===== src/design/mei_pkg.sv =====
`default_nettype none

package mei_pkg;

    localparam int DATA_WIDTH  = 32;
    localparam int FRAC_BITS   = 24;
    localparam int MAG_WIDTH   = DATA_WIDTH - 1;
    localparam int LIMIT_WIDTH = 16;

    localparam logic [LIMIT_WIDTH-1:0] LIMIT_RESET = LIMIT_WIDTH'(256);

    typedef logic signed [DATA_WIDTH-1:0] fx_t;
    typedef logic [MAG_WIDTH-1:0]         ufx_t;
    typedef logic [LIMIT_WIDTH-1:0]       count_t;

    typedef struct packed {
        logic load;
        logic step_add;
        logic step_mul;
        logic step_sat;
        logic emit;
    } dp_cmd_t;

    typedef struct packed {
        logic done;
        logic out_free;
    } dp_status_t;

endpackage

`default_nettype wire


===== src/design/mei_ctrl.sv =====
`default_nettype none

module mei_ctrl (
    input  wire logic                clk,
    input  wire logic                rst_n,
    input  wire logic                in_valid,
    output logic                     in_ready,
    input  wire mei_pkg::dp_status_t status,
    output mei_pkg::dp_cmd_t         cmd
);
    import mei_pkg::*;

    typedef enum logic [2:0] {
        ST_IDLE,
        ST_ADD,
        ST_MUL,
        ST_SAT,
        ST_OUT
    } state_t;

    state_t state_reg;
    state_t state_next;

    always_comb
    begin
        state_next = state_reg;
        cmd        = '0;
        in_ready   = 1'b0;
        unique case (state_reg)
            ST_IDLE:
            begin
                in_ready = 1'b1;
                if (in_valid)
                begin
                    cmd.load   = 1'b1;
                    state_next = ST_ADD;
                end
            end
            ST_ADD:
            begin
                if (status.done)
                begin
                    state_next = ST_OUT;
                end
                else
                begin
                    cmd.step_add = 1'b1;
                    state_next   = ST_MUL;
                end
            end
            ST_MUL:
            begin
                cmd.step_mul = 1'b1;
                state_next   = ST_SAT;
            end
            ST_SAT:
            begin
                cmd.step_sat = 1'b1;
                state_next   = ST_ADD;
            end
            ST_OUT:
            begin
                if (status.out_free)
                begin
                    cmd.emit   = 1'b1;
                    state_next = ST_IDLE;
                end
            end
            default:
            begin
                state_next = ST_IDLE;
            end
        endcase
    end

    always_ff @(posedge clk or negedge rst_n)
    begin
        if (!rst_n)
        begin
            state_reg <= ST_IDLE;
        end
        else
        begin
            state_reg <= state_next;
        end
    end

    assert property (@(posedge clk) disable iff (!rst_n) $onehot0(cmd))
        else $error("More than one datapath command in one cycle.");

    assert property (@(posedge clk) disable iff (!rst_n)
        cmd.load |=> state_reg == ST_ADD)
        else $error("A loaded point did not start iterating.");

    assert property (@(posedge clk) disable iff (!rst_n)
        cmd.step_mul |=> cmd.step_sat)
        else $error("Squares were not scaled after the multiply.");

endmodule

`default_nettype wire


===== config.mk =====
export PLATFORM = sky130hd
export DESIGN_NAME = mei_ctrl
export DESIGN_NICKNAME = d
export VERILOG_FILES = /design/src/design/mei_pkg.sv /design/src/design/mei_ctrl.sv
export SDC_FILE = /design/constraint.sdc
export NUM_CORES = 1
export LEC_CHECK = 0
export ABC_AREA = 0
export BUFFER_PORTS_ARGS = -buffer_cell sky130_fd_sc_hd__buf_2
export CAP_MARGIN = 20
export CORE_AREA = 2 2 39 41
export CTS_BUF_LIST = sky130_fd_sc_hd__clkbuf_4
export DETAILED_ROUTE_END_ITERATION = 8
export DIE_AREA = 0 0 41 43
export GPL_ROUTABILITY_DRIVEN = 0
export HOLD_SLACK_MARGIN = 0.05
export RECOVER_POWER = 100
export SYNTH_ARGS = -nofsm -noshare
export SYNTH_HDL_FRONTEND = slang
export SYNTH_SLANG_ARGS = --single-unit
export TNS_END_PERCENT = 20

===== constraint.sdc =====
create_clock -name clk -period 0.9 [get_ports clk]
set_input_delay 0.135 -clock clk [delete_from_list [all_inputs] [get_ports clk]]
set_output_delay 0.135 -clock clk [all_outputs]
set_load 0.03 [all_outputs]

=== After elaboration in Yosys (flattened, before gate mapping) ===
Index checks and enable logic that the tools add are counted.

* Eq/ne operators: 6
* Mux-type cells: 13
* Reductions and logical operators: 2

{| class="wikitable"
|+ Operators by type and width
! cell !! count
|-
| $pmux W3 S5 || 1
|-
| $mux W1 || 9
|-
| $mux W3 || 3
|-
| $eq A3 B2 Y1 const B || 2
|-
| $ne A2 B2 Y1 const B || 2
|-
| $eq A3 B1 Y1 const B || 1
|-
| $eq A3 B3 Y1 const B || 1
|-
| $logic_not A3 Y1 || 1
|-
| $reduce_and A2 Y1 || 1
|}

* Flip-flop bits (word level): 3
* Output and inout port bits: 6
* Word-level logic and storage cells: 22
* Input bits: 5

=== Longest topological paths before layout ===
* Word-level depth: 3
* Gate-level depth with buffers: 3

=== Worst setup path after synthesis ===
Ideal clock, no wire load.

* Kind: register -> output
* Start: register state_reg[1]
* End: output cmd[0] (netlist bit)
* Arrival: 1.428 ns
* Cell stages (with the launch flop): 2
* Required time: 0.765 ns
* Path slack: -0.663 ns
* Path buffers: 0
* Cells stage by stage: dfrtp_1 -> nor4bb_1

{| class="wikitable"
|+ RTL lines
! what !! RTL line !! RTL
|-
| start, declared || mei_ctrl.sv:21 || <nowiki>state_t state_reg;</nowiki>
|-
| start signal, assigned || mei_ctrl.sv:84 || <nowiki>state_reg <= state_next;</nowiki>
|-
| end, declared || mei_ctrl.sv:9 || <nowiki>output mei_pkg::dp_cmd_t cmd</nowiki>
|}

=== Worst setup path after layout ===
* Start: register state_reg[1]
* End: output in_ready

* Cells in the longest elaborated chain, start to end: 2

{| class="wikitable"
|+ Ends and longest elaborated chain
! what !! RTL line !! RTL
|-
| $logic_not A3 Y1 || mei_ctrl.sv:29 || <nowiki>unique case (state_reg)</nowiki>
|-
| $mux W1 || mei_ctrl.sv:29 ||
|-
| end, declared || mei_ctrl.sv:7 || <nowiki>output logic in_ready,</nowiki>
|}

Every way passes these cells.

==> results by group <==
Yosys
  • Unique masters post-synth: 12
  • Post-synth top area cell: dfrtp_1
  • Post-Syn Nets: 22
  • Synth top area share: 42.9%
  • Largest cells by area after synthesis: dfrtp_1 (43%), nor3b_1 (8.6%), nor4b_2 (8.6%), a21oi_1 (5.7%), nor3_1 (5.7%)
  • Post-synth EDFFs: 0
  • Cell with the most instances after synthesis: dfrtp_1
  • Synthesized area: 175 um^2
  • FF+latch count, synth: 3
  • Commonest cells post-synth: dfrtp_1 (3), a21oi_1 (2), nor3_1 (2), nor3b_1 (2)
  • Post-Syn Instances: 17
  • Post-synth ARST share: 100%
  • Top_reg_cell synth: dfrtp_1
  • Seq/Total Area, Yosys: 42.9%
  • Ys Warns: 0
  • Syn avg cell area: 10.3 um^2

Power
  • Combinational power share: 53.4%
  • Clk network pwr share: 19.2%
  • Sequential share of power: 27.4%
  • Sw Pwr: 590 uW
  • Sw frac: 42.5%
  • Leakage power: 0.167 nW
  • Pwr per Cell Area: 3590 mW/mm^2
  • Peak VDD IR: 870 uV
  • Cell-internal power: 799 uW

Clock network
  • TritonCTS clock tree: yes
  • Longest Clk Path Bufs: 2
  • Clock Sinks: 3
  • Clock transition at path regs: 0.04 ns
  • CTS buffer count: 3
  • CTS root buffer: clkbuf_4
  • Clk_lat worst skew: 0.23 ns
  • H-tree depth: 1

Setup path
  • Worst path arrival time: 1.17 ns
  • Worst R2R Start: state_reg[0]$_DFFE_PN0P_
  • R2R Setup Slk: -0.28 ns
  • FF-to-FF path depth: 3
  • RR Endpoint: state_reg[2]$_DFFE_PN0P_
  • Worst Setup Start Kind: flip-flop
  • CP dominant cell by count: buf_4
  • Largest stage delay, worst path: 0.46 ns
  • Setup crit end kind: output pin
  • CP max-delay cell: dfrtp_2
  • CP Max Fanout: 6
  • Critical Path RT: 0.76 ns
  • Crit-path cells: buf_4 -> nor3_2 -> buf_4
  • Critical Path Start: state_reg[1]$_DFFE_PN0P_
  • Crit path to: in_ready
  • CP Class: reg -> out

Global route
  • GRT Overall Usage: 7.53%
  • Initial antenna violation count: 0
  • Vias in the first global route: 177
  • Grt ovf: 0
  • Largest net degree at the start of global routing: 10
  • Global-route wire length before repair: 786 um

Placement
  • HPWL after DPL: 387 um
  • Pre-CTS setup slack: -0.310 ns
  • # port buffers: 10
  • Area of placed instances: 313 um^2

STA
  • Final slew viol count: 0
  • Slew margin rel.: 84.2%
  • Unrepaired setup endpoints after global routing: true
  • Final worst-path cycle share: 145%
  • Fin Setup TNS: -2.79 ns
  • Worst-margin pin slew: 0.236 ns
  • Min Tclk post-route: 1.31 ns
  • Clk_skew: 0.00313 ns
  • Hold Vio Cnt, Final: 0
  • Fmax: 0.765 GHz
  • Final WS setup: -0.406 ns
  • Final setup viols: 9

Floorplan
  • DIE AREA: 0.00176 mm^2
  • Die W: 41 um
  • Core area: 0.00138 mm^2
  • Starting Density: 12.7%
  • Die height: 43 um
  • Cell Rows: 14
  • Top Ports: 11

Detailed routing
  • DRC Markers: 0
  • Vias per inst: 3.84
  • Routed Antenna Nets: 0
  • Routed wire length: 519 um
  • Initial DRC Count: 4
  • Via count: 196
  • DR pass1 iterations: 2
  • Avg WL per Cell: 10.2 um

Final layout
  • Share of cells above drive strength 1: 74.3%
  • Ant diodes: 0
  • Area Overhead vs Synth: 121%
  • Final design area excluding fillers: 387 um^2
  • Final-stage net count: 41
  • Max reg flops: 3

Outcome
  • Status: finished, violations left
  • Failing checks: setup timing

Worst hold path
  • Worst Hold Class: in -> reg

Run
  • Max cap viols: 0
## timing repair
item / CTS / global route
resized for setup: 9 / 1
setup buffers: 1 / 0
endpoints found under the hold margin: 3 / 0
pin swaps: 3 / 0
hold buffers: 1 / 0
setup endpoints to repair: 9 / 9
## cell type report
cell class              instances  area [um^2]
fillers                       152          997
multi-input cells              12          139
repair buffers                 15          115
flip-flops and latches          3         78.8
clock buffers                   4         30.0
well taps                      16         20.0
inverters                       1         3.75
## per-stage QoR
step,instances,hold slack (ns),power [mW],util [%]
finish,51,0.177,1.39,27.9
global route,51,0.200,1.49,27.9
CTS,51,0.167,1.41,27.8
detailed placement,45,-0.0628,1.01,22.6
global placement,45,-0.0643,0.997,22.6
floorplan,17,-0.161,0.818,-
## power by group through the flow
stage	Combinational [mW]	Sequential [mW]	Clock, mW
final	0.741	0.381	0.267
after global routing	0.796	0.393	0.297
after CTS	0.748	0.378	0.285
after detailed placement	0.626	0.383	0
after global placement	0.619	0.377	0
after floorplan	0.512	0.306	0
## cells in the final DEF, fill, tap and decap left out
cell type      n
dlygate4sd3_1  1
clkbuf_4       4
nand3b_1       1
nor3b_4        1
buf_2          3
buf_4          7
nand2b_1       1
nor3b_2        1
buf_6          3
a21oi_1        2
inv_1          1
nor4bb_4       1
clkbuf_1       1
or2_1          1
or3b_1         1
dfrtp_2        3
nor3_2         2
nor4b_4        1
## cell families (layout without fill, tap and decap cells)
family / Yosys count / in the layout / synth area share [%]
compound gates: 2 / 2 / 5.71
buf+inv: 2 / 20 / 6.43
simple gates: 10 / 10 / 45.0
flops: 3 / 3 / 42.9
## critical path: cells and delay by family, from the launching register on
family / cells / cell delay (ns)
simple gates: 1 / 0.14
flops: 1 / 0.46
buf+inv: 2 / 0.34
## routing by layer
metal	share of wire, %	up-vias	global-route usage [%]
met3	17	2	9.42
met4	1.5	0	4.00
met1	47	84	8.68
li1	-	97	-
met2	34	13	7.50
met5	0	-	0
## worst min path at each step
stage	start	to	slack [ns]	cells past startpoint
after floorplan	rst_n	state_reg[0]$_DFFE_PN0P_	-0.16	0
after global placement	rst_n	state_reg[2]$_DFFE_PN0P_	-0.06	1
after detailed placement	rst_n	state_reg[2]$_DFFE_PN0P_	-0.06	1
after CTS	status[0]	state_reg[2]$_DFFE_PN0P_	0.17	3
after global routing	status[0]	state_reg[2]$_DFFE_PN0P_	0.20	3
final	status[0]	state_reg[2]$_DFFE_PN0P_	0.18	3
Power figures use the tool's default switching activity.
